==> src/design/scgd_pkg.sv <==
// Shared types and constants for the subset-count-by-difference block.
// No dependencies; every other file in the design folder imports this package.
package scgd_pkg;

	localparam int ELEM_W  = 10;
	localparam int DIFF_W  = 10;
	localparam int COUNT_W = 32;
	localparam int TOTAL_W = 24;

	localparam logic [COUNT_W-1:0] COUNT_MAX = {COUNT_W{1'b1}};
	localparam logic [TOTAL_W-1:0] TOTAL_MAX = {TOTAL_W{1'b1}};

	// Sequencer states.
	typedef enum logic [2:0] {
		ST_CLEAR,
		ST_IDLE,
		ST_UPDATE,
		ST_DRAIN,
		ST_LOOKUP,
		ST_REPORT
	} state_t;

	// One result beat as handed from the sequencer to the output register.
	typedef struct packed {
		logic [COUNT_W-1:0] subset_count;
		logic               count_saturated;
		logic               target_out_of_range;
	} result_t;

endpackage

==> src/design/scgd_sat_add.sv <==
// Shared saturating adder for subset-count table entries.
// Depends on scgd_pkg for the count width and saturation value.
module scgd_sat_add (
	input  logic [scgd_pkg::COUNT_W-1:0] a,
	input  logic [scgd_pkg::COUNT_W-1:0] b,
	output logic [scgd_pkg::COUNT_W-1:0] sum,
	output logic                         ovf
);
	import scgd_pkg::*;

	logic [COUNT_W:0] raw;

	// Full-width add, clamp on carry out.
	always_comb begin
		raw = {1'b0, a} + {1'b0, b};
		ovf = raw[COUNT_W];
		sum = raw[COUNT_W] ? COUNT_MAX : raw[COUNT_W-1:0];
	end

endmodule

==> src/design/scgd_ctrl.sv <==
// Sequencer: walks the count table once per element up to MAX_SUM through the shared adder,
// keeps the running total, looks up the target and runs the clearing pass.
// Depends on scgd_pkg, scgd_sat_add and an external scgd_table.
module scgd_ctrl #(
	parameter int MAX_SUM = 1023,
	parameter int AW      = 10
) (
	input  logic                         clk,
	input  logic                         arst_n,
	input  logic [scgd_pkg::DIFF_W-1:0]  difference,
	input  logic                         in_valid,
	output logic                         in_ready,
	input  logic [scgd_pkg::ELEM_W-1:0]  elem_value,
	input  logic                         elem_last,
	input  logic                         slot_free,
	output logic                         push,
	output scgd_pkg::result_t            res,
	output logic                         mem_wr_en,
	output logic [AW-1:0]                mem_wr_addr,
	output logic [scgd_pkg::COUNT_W-1:0] mem_wr_data,
	output logic                         mem_rd_en,
	output logic [AW-1:0]                mem_rd_addr_a,
	output logic [AW-1:0]                mem_rd_addr_b,
	input  logic [scgd_pkg::COUNT_W-1:0] mem_rd_data_a,
	input  logic [scgd_pkg::COUNT_W-1:0] mem_rd_data_b
);
	import scgd_pkg::*;

	localparam int XW = (AW > ELEM_W) ? AW : ELEM_W;
	localparam logic [AW-1:0] LAST_ADDR = AW'(MAX_SUM);

	state_t             st_q;
	state_t             st_d;
	logic [AW-1:0]      j_q;
	logic [AW-1:0]      lowest_q;
	logic [ELEM_W-1:0]  v_q;
	logic               last_q;
	logic [TOTAL_W-1:0] total_q;
	logic               sat_q;
	logic               rd_valid_s1;
	logic [AW-1:0]      wr_addr_s1;

	logic               accept;
	logic               v_fits;
	logic [TOTAL_W:0]   total_sum;
	logic [TOTAL_W-1:0] total_next;
	logic [TOTAL_W:0]   target_sum;
	logic [TOTAL_W-1:0] target;
	logic               in_range;
	logic [XW-1:0]      j_minus_v;
	logic [COUNT_W-1:0] add_sum;
	logic               add_ovf;

	// Shared saturating adder: old entry plus the entry v below it.
	scgd_sat_add u_add (
		.a   (mem_rd_data_a),
		.b   (mem_rd_data_b),
		.sum (add_sum),
		.ovf (add_ovf)
	);

	// Element arithmetic: fit check, running total, target and lower read address.
	always_comb begin
		accept     = in_valid && in_ready;
		v_fits     = XW'(elem_value) <= XW'(MAX_SUM);
		total_sum  = {1'b0, total_q} + (TOTAL_W+1)'(elem_value);
		total_next = total_sum[TOTAL_W] ? TOTAL_MAX : total_sum[TOTAL_W-1:0];
		target_sum = (TOTAL_W+1)'(difference) + {1'b0, total_q};
		target     = target_sum[TOTAL_W:1];
		in_range   = target <= TOTAL_W'(MAX_SUM);
		j_minus_v  = XW'(j_q) - XW'(v_q);
	end

	// Next-state logic.
	always_comb begin
		st_d = st_q;
		unique case (st_q)
			ST_CLEAR: begin
				if (j_q == LAST_ADDR) st_d = ST_IDLE;
			end
			ST_IDLE: begin
				if (accept) begin
					if (v_fits) st_d = ST_UPDATE;
					else if (elem_last) st_d = ST_LOOKUP;
				end
			end
			ST_UPDATE: begin
				if (j_q == lowest_q) st_d = ST_DRAIN;
			end
			ST_DRAIN: begin
				st_d = last_q ? ST_LOOKUP : ST_IDLE;
			end
			ST_LOOKUP: begin
				st_d = ST_REPORT;
			end
			ST_REPORT: begin
				if (slot_free) st_d = ST_CLEAR;
			end
			default: begin
				st_d = ST_CLEAR;
			end
		endcase
	end

	// Output decode: handshake, table ports and result beat.
	always_comb begin
		in_ready      = 1'b0;
		push          = 1'b0;
		mem_rd_en     = 1'b0;
		mem_rd_addr_a = j_q;
		mem_rd_addr_b = j_minus_v[AW-1:0];
		mem_wr_en     = rd_valid_s1;
		mem_wr_addr   = wr_addr_s1;
		mem_wr_data   = add_sum;
		unique case (st_q)
			ST_CLEAR: begin
				mem_wr_en   = 1'b1;
				mem_wr_addr = j_q;
				mem_wr_data = (j_q == '0) ? COUNT_W'(1) : '0;
			end
			ST_IDLE: begin
				in_ready = 1'b1;
			end
			ST_UPDATE: begin
				mem_rd_en = 1'b1;
			end
			ST_DRAIN: begin
			end
			ST_LOOKUP: begin
				mem_rd_en     = 1'b1;
				mem_rd_addr_a = target[AW-1:0];
			end
			ST_REPORT: begin
				push = slot_free;
			end
			default: begin
			end
		endcase
		res.subset_count        = in_range ? mem_rd_data_a : '0;
		res.count_saturated     = sat_q;
		res.target_out_of_range = !in_range;
	end

	// State register.
	always_ff @(posedge clk or negedge arst_n) begin
		if (!arst_n) begin
			st_q <= ST_CLEAR;
		end else begin
			st_q <= st_d;
		end
	end

	// Table walk counter, shared by the clearing pass and the element walk.
	always_ff @(posedge clk or negedge arst_n) begin
		if (!arst_n) begin
			j_q <= '0;
		end else begin
			case (st_q)
				ST_CLEAR:  j_q <= (j_q == LAST_ADDR) ? LAST_ADDR : j_q + AW'(1);
				ST_IDLE:   if (accept) j_q <= LAST_ADDR;
				ST_UPDATE: j_q <= j_q - AW'(1);
				ST_REPORT: if (slot_free) j_q <= '0;
				default:   j_q <= j_q;
			endcase
		end
	end

	// Element registers captured on the input beat.
	always_ff @(posedge clk) begin
		if (accept) begin
			v_q      <= elem_value;
			last_q   <= elem_last;
			lowest_q <= (elem_value == '0) ? AW'(1) : AW'(elem_value);
		end
	end

	// Read-to-write pipeline stage of the walk.
	always_ff @(posedge clk or negedge arst_n) begin
		if (!arst_n) begin
			rd_valid_s1 <= 1'b0;
		end else begin
			rd_valid_s1 <= (st_q == ST_UPDATE);
		end
	end

	always_ff @(posedge clk) begin
		wr_addr_s1 <= j_q;
	end

	// Running total and saturation flag of the current set.
	always_ff @(posedge clk or negedge arst_n) begin
		if (!arst_n) begin
			total_q <= '0;
			sat_q   <= 1'b0;
		end else if (push) begin
			total_q <= '0;
			sat_q   <= 1'b0;
		end else begin
			if (accept) total_q <= total_next;
			if (rd_valid_s1 && add_ovf) sat_q <= 1'b1;
		end
	end

	// The write pipeline is empty whenever the block can take an element.
	a_idle_no_write: assert property (@(posedge clk) disable iff (!arst_n)
		in_ready |-> !rd_valid_s1)
		else $error("pending table write while ready");

	// The clearing pass never collides with a walk write.
	a_clear_no_write: assert property (@(posedge clk) disable iff (!arst_n)
		st_q == ST_CLEAR |-> !rd_valid_s1)
		else $error("walk write during clearing pass");

	// The walk never reads below entry zero.
	a_walk_bounds: assert property (@(posedge clk) disable iff (!arst_n)
		st_q == ST_UPDATE |-> (j_q >= lowest_q) && (XW'(j_q) >= XW'(v_q)))
		else $error("table walk out of bounds");

	// A result beat is followed by a clearing pass from entry zero.
	a_push_then_clear: assert property (@(posedge clk) disable iff (!arst_n)
		push |=> (st_q == ST_CLEAR) && (j_q == '0) && (total_q == '0))
		else $error("no clearing pass after result");

endmodule

==> config.mk <==
export PLATFORM = sky130hd
export DESIGN_NAME = scgd_ctrl
export DESIGN_NICKNAME = d
export VERILOG_FILES = /design/src/design/scgd_pkg.sv /design/src/design/scgd_sat_add.sv /design/src/design/scgd_ctrl.sv
export SDC_FILE = /design/constraint.sdc
export NUM_CORES = 1
export LEC_CHECK = 0
export BUFFER_PORTS_ARGS = -buffer_cell sky130_fd_sc_hd__buf_2
export CAP_MARGIN = 30
export CORE_MARGIN = 4
export CORE_UTILIZATION = 25
export DETAILED_ROUTE_END_ITERATION = 8
export PLACE_DENSITY_LB_ADDON = 0.05
export SYNTH_ARGS = -nofsm -noshare
export SYNTH_HDL_FRONTEND = slang
export SYNTH_SLANG_ARGS = --single-unit
==> constraint.sdc <==
create_clock -name clk -period 5.4 [get_ports clk]
set_clock_uncertainty 0.2 [all_clocks]
set_input_delay 1.08 -clock clk [delete_from_list [all_inputs] [get_ports clk]]
set_output_delay 1.08 -clock clk [all_outputs]
set_load 0.05 [all_outputs]
==> results of run 1 <==
power groups by stage:
stage,sequential [mW],clock [mW],combinational [mW]
global route,0.753,0.682,2.50
floorplan,0.705,0,1.74
global placement,0.750,0,2.32
CTS,0.738,0.661,2.32
finish,0.738,0.637,2.30
detailed placement,0.748,0,2.30
routing by layer:
metal	routed length [microns]	GRT usage	vias up
met5	0	0	-
met3	1140	0.0273	9
li1	-	-	3579
met4	178	0.0290	0
met1	12100	0.223	3362
met2	12000	0.259	155
cells in the mapped netlist (15+ instances only):
library cell / instances
and3_1: 15
xnor2_1: 33
edfxtp_1: 21
a21o_1: 22
clkbuf_1: 40
nand3_1: 31
o21ai_0: 63
inv_1: 38
nor2_1: 66
and2_1: 36
xor2_1: 34
nor3_1: 28
a21oi_1: 96
ha_1: 63
a31oi_1: 15
nand2_1: 68
dfrtp_1: 39
final cells by class:
cell class,count,area share
clock inverter,3,0.00467
multi-input combinational,738,0.564
timing repair buffer,204,0.126
sequential,70,0.205
inverter,40,0.0170
tap,378,0.0535
clock buffer,13,0.0306
flip-flops by register name, summed over array words and instances (netlist names):
name         count
j_q             10
wr_addr_s1      10
st_q             3
total_q         24
rd_valid_s1      1
lowest_q        10
v_q             10
last_q           1
sat_q            1
final timing paths:
kind / startpoint / endpoint / slack (ns) / cells after the start
min: sat_q$_DFFE_PN0P_ / sat_q$_DFFE_PN0P_ / 0.29 / 1
max: difference[0] / res[21] / 0.18 / 13
min reg2reg: sat_q$_DFFE_PN0P_ / sat_q$_DFFE_PN0P_ / 0.29 / 1
max in group asynchronous: arst_n / j_q[6]$_DFFE_PN0P_ / 3.93 / 2
min in group asynchronous: arst_n / total_q[2]$_DFFE_PN0P_ / 0.64 / 2
max reg2reg: total_q[0]$_DFFE_PN0P_ / total_q[17]$_DFFE_PN0P_ / 2.02 / 12
kinds of logic (layout without fill, tap and decap cells):
logic type,after synthesis,after routing,share of synthesized area
XOR/XNOR,67,67,0.0823
AO/OA/AOI/OAI,283,283,0.250
adder cells (fa/ha/maj),67,67,0.122
buffers and inverters,92,260,0.0533
multiplexers,16,16,0.0244
AND/OR/NAND/NOR,305,305,0.215
flip-flops,70,70,0.253
what timing repair did:
action	4_1_cts	5_1_grt
gates resized for setup	0	17
setup buffers	0	0
setup endpoints to repair	0	40
==> impl_metrics.csv, run 1 <==
group,metric,value,unit
clock_network,clock-root-buffer,"clkbuf_16",
finish,layout_common_cells,"174 x buf_2, 95 x a21oi_1, 68 x nand2_1",
critical_path,max_stage_delay,0.39,ns
pwr,total_power,3.67,mW
synth,synthCells,900,
die,rows,61,
clock_network,holdBufCountCts,0,
route,drt-pass1-iter-count,4,
synth,async_flop_share,0.557,
die,dieArea,31300,sq um
finish,fillCellCount,3105,
synth,synth_area_leaders,"dfrtp_1 14%, ha_1 11%, edfxtp_1 8.8%, a21oi_1 6.7%, o21ai_0 4.4%",
place,port_buffers,188,
place,hpwlAfterDp,19.8,mm
clock_network,cts.sinks,70,
finish,layout_commonest_cell,"buf_2",
clock_network,cts_inserted_buffers,9,
synth,ys.flop_type,"dfrtp_1",
route,drt-wirelength-per-cell,17.6,microns
clock_network,tritoncts,"done",
synth,syn_avg_cell_area,7.93,sq um
critical_path,cp_top_family,"compound AO/OA/AOI/OAI gates",
finish,postLayoutCellArea,8830,sq um
sta,final.period_utilization,0.967,
sta,slew_headroom,0.435,
synth,synth_nets,1056,
synth,synth-seq-area-share,0.253,
die,start_util,0.255,
finish,multiInputGateArea,4980,sq um
pwr,switchingPower,1.93,mW
clock_network,clk_pin_slew_worst_paths,0.06,ns
place,placed_area,8460,sq um
sta,worstMarginPinSlew,0.844,ns
critical_path,path_buf_inv,3,
finish,drive_above_1_share,0.237,
critical_path,cp_cell_sequence,"buf_2 > and2_1 > fa_1 > a21oi_1 > o21ai_1 > a2111oi_2 > nor3b_1 > a2111o_1 > a21oi_1 > o2111a_2 > buf_12 > and2_1 > buf_2",
sta,rsz0062_at_grt,"false",
synth,synth_edf_count,21,
place,gp_congestion,0.810,
synth,syn_area,7130,sq um
pwr,seq_power_share,0.201,
sta,timing.final.crit_period,5.22,ns
sta,setup_viol,0,
route,wl,25.4,mm
synth,synth_top_area_cell,"dfrtp_1",
sta,setup_ws,0.176,ns
pwr,power_frac_comb,0.625,
route,drtIter0Drc,354,
clock_network,clk_latency,0.34,ns
sta,setup_tns,0,ns
finish,ff_latch_area,1810,sq um
synth,netlist.area_leader.share,0.137,
clock_network,h-tree-depth,3,
route,detail_route.drc_violations,0,
global_routing,grt_max_degree,45,
global_routing,grt_pass1_vias,7017,
pwr,swShare,0.526,
die,die_h,177,microns
critical_path,path_max_fanout,33,
route,routed_via_density,4.91,
run_status,status,"complete, no violations",
global_routing,antenna_found_initial,0,
finish,fin_nets,1219,
route,vias,7105,
pwr,p_clk_frac,0.174,
critical_path,critPathLaunchType,"input port",
job,maxCapViolCount,0,
min_path,hold_path.class,"reg -> reg",
place,dp.cells,1430,
sta,whs,0.293,ns
critical_path,path_class,"in -> out",
sta,hold_viol_final,0,
pwr,leakage,4.20,nW
finish,stdcell_count,1446,
critical_path,cp_slowest_cell,"fa_1",
finish,num_antenna_cells,0,
global_routing,grt_pass1_wl,39.5,mm
critical_path,arrival,3.94,ns
finish,fin_util,0.316,
pwr,vdd_drop_max,218,uV
route,ant_nets,0,
die,die_x,177,microns
critical_path,setup.worst_path.end_class,"primary output",
place,dp_slack,0.143,ns
critical_path,crit_required,4.12,ns
synth,yosysWarnings,0,
die,core_area,27900,sq um
sta,timing.fmax,191,MHz
pwr,p_int,1.74,mW
global_routing,gr-total-overflow,0,
synth,yosys.cell_types.count,77,
pwr,powerDensity,416,nW/um^2
sta,final-max-slew-violation-count,0,
synth,ys_ff_latch,70,
finish,syn2layout_area_growth,23.8,%
clock_network,clock_path_buffers,2,
die,ios,189,
global_routing,grt.total_usage,0.159,
Power figures use the tool's default switching activity.
==> run 2, diff against run 1 <==
--- a/config.mk
+++ b/config.mk
@@ -7,9 +7,12 @@
 export LEC_CHECK = 0
 export BUFFER_PORTS_ARGS = -buffer_cell sky130_fd_sc_hd__buf_2
 export CAP_MARGIN = 30
+export CELL_PAD_IN_SITES_DETAIL_PLACEMENT = 1
+export CELL_PAD_IN_SITES_GLOBAL_PLACEMENT = 1
 export CORE_MARGIN = 4
 export CORE_UTILIZATION = 25
 export DETAILED_ROUTE_END_ITERATION = 8
+export MAX_ROUTING_LAYER = met4
 export PLACE_DENSITY_LB_ADDON = 0.05
 export SYNTH_ARGS = -nofsm -noshare
 export SYNTH_HDL_FRONTEND = slang
==> run 2 against run 1 <==
Clock-buffer cell count down 1. Wire length up 4.7%. Cell count unchanged. Power up 0.59%. Via count up 1.2%. Non-clock buffer count unchanged. Combinational power about the same. Register-to-register slack worse by 0.07 ns. First-iteration DRC count down 21%. Critical endpoint is now res[27]. Critical path type unchanged. Clock power up 3.3%. Highest routed layer unchanged. Largest cell class unchanged. Worst hold slack better by 0.0084 ns. Design area up 0.72%.
==> impl_metrics.csv, run 2 (synthesized netlist as in run 1, its figures left out) <==
group,metric,value,unit
run_status,status,"complete, no violations",
critical_path,crit_required,4.12,ns
sta,worstMarginPinSlew,0.846,ns
sta,final-max-slew-violation-count,0,
critical_path,arrival,3.90,ns
die,ios,189,
sta,timing.final.crit_period,5.18,ns
sta,whs,0.301,ns
finish,num_antenna_cells,0,
finish,layout_common_cells,"156 x buf_2, 94 x a21oi_1, 68 x nand2_1",
place,port_buffers,188,
pwr,p_clk_frac,0.178,
die,rows,61,
finish,largest_reg_flops,24,
route,routed_via_density,4.97,
route,ant_nets,0,
finish,multiInputGateArea,4970,sq um
pwr,leakage,4.20,nW
pwr,switchingPower,1.94,mW
pwr,vdd_drop_max,301,uV
die,core_area,27900,sq um
sta,hold_viol_final,0,
clock_network,clk_latency,0.35,ns
clock_network,holdBufCountCts,0,
global_routing,antenna_found_initial,0,
clock_network,cts.sinks,70,
clock_network,tritoncts,"done",
clock_network,cts_inserted_buffers,9,
finish,syn2layout_area_growth,24.7,%
finish,layout_commonest_cell,"buf_2",
sta,timing.fmax,193,MHz
min_path,hold_path.class,"reg -> reg",
die,start_util,0.255,
pwr,total_power,3.69,mW
sta,final.period_utilization,0.960,
route,wl,26.6,mm
global_routing,grt.total_usage,0.171,
critical_path,r2r_cells,12,
finish,stdcell_count,1446,
global_routing,grt_max_degree,41,
place,gp_congestion,0.825,
clock_network,h-tree-depth,3,
place,dp.cells,1430,
die,die_h,177,microns
sta,slew_headroom,0.435,
clock_network,clock_path_buffers,2,
place,hpwlAfterDp,21.2,mm
finish,drive_above_1_share,0.240,
finish,fillCellCount,3429,
global_routing,gr-total-overflow,0,
critical_path,setup.worst_path.end_class,"primary output",
min_path,min_path_cells,1,
global_routing,grt_pass1_wl,41.5,mm
clock_network,clock-root-buffer,"clkbuf_16",
critical_path,path_max_fanout,33,
die,dieArea,31300,sq um
finish,ff_latch_area,1810,sq um
route,drtIter0Drc,280,
finish,top_register,"total_q",
finish,fin_nets,1219,
clock_network,ctsResizeCount,0,
die,die_x,177,microns
critical_path,path_class,"in -> out",
global_routing,grt_pass1_vias,7320,
clock_network,clk_pin_slew_worst_paths,0.06,ns
pwr,p_int,1.75,mW
route,detail_route.drc_violations,0,
sta,setup_tns,0,ns
clock_network,cts_setup_buffers,0,
pwr,seq_power_share,0.207,
route,drt-pass1-iter-count,4,
pwr,power_frac_comb,0.615,
critical_path,critPathLaunchType,"input port",
pwr,powerDensity,415,nW/um^2
route,vias,7187,
finish,fin_util,0.318,
pwr,swShare,0.526,
route,drt-wirelength-per-cell,18.4,microns
sta,setup_viol,0,
job,maxCapViolCount,0,
sta,rsz0062_at_grt,"false",
==> run 2: cell count changes in the layout (fill, tap and decap cells not counted), sizes merged <==
cell / change
clkbuf: +15
clkinvlp: +1
buf: -16
inv: -1
clkinv: +1
==> run 2: layout make-up <==
| cell class | count | area share |
|---|---|---|
| flip-flops and latches | 70 | 0.203 |
| clock inverters | 4 | 0.00577 |
| clock buffers | 12 | 0.0312 |
| inverters | 40 | 0.0169 |
| well taps | 378 | 0.0532 |
| multi-input cells | 738 | 0.559 |
| repair buffers | 204 | 0.131 |
==> run 2: metrics by stage <==
stage,area [sq um],worst slack (ns)
2_1_floorplan,7130,0.269
3_3_place_gp,8470,0.153
3_5_place_dp,8470,0.0777
4_1_cts,8800,0.0544
5_1_grt,8900,0.000577
6_report,8900,0.218
==> run 2: final timing paths <==
path / from / to / slack, ns
worst min register to register: sat_q$_DFFE_PN0P_ / sat_q$_DFFE_PN0P_ / 0.30
worst max-delay path: difference[0] / res[27] / 0.22
worst max register to register: total_q[0]$_DFFE_PN0P_ / total_q[21]$_DFFE_PN0P_ / 1.95
min in group asynchronous: arst_n / j_q[0]$_DFFE_PN0P_ / 0.63
max in group asynchronous: arst_n / total_q[23]$_DFFE_PN0P_ / 3.94
worst min-delay path: sat_q$_DFFE_PN0P_ / sat_q$_DFFE_PN0P_ / 0.30
==> run 2: worst max-delay path, stage by stage <==
cell	delay, ns
buf_2	0.10
and2_1	0.15
fa_1	0.41
a21oi_2	0.19
o21ai_1	0.12
a2111oi_2	0.35
nor3b_2	0.14
a2111o_1	0.38
a21oi_1	0.16
o2111a_2	0.25
buf_12	0.16
and2_1	0.14
buf_2	0.25
==> run 2: power groups by stage <==
stage | Clock (mW) | Sequential [mW] | Combinational [mW]
2_1_floorplan | 0 | 0.705 | 1.74
3_3_place_gp | 0 | 0.774 | 2.28
3_5_place_dp | 0 | 0.773 | 2.29
4_1_cts | 0.676 | 0.764 | 2.30
5_1_grt | 0.698 | 0.784 | 2.48
6_report | 0.658 | 0.764 | 2.27
==> run 2: routing by layer <==
metal	global-route usage	up-vias	part of all wire
li1	-	3579	-
met3	0.0252	14	0.036
met4	0.0284	0	0.0095
met1	0.235	3458	0.49
met5	-	-	0
met2	0.272	136	0.46
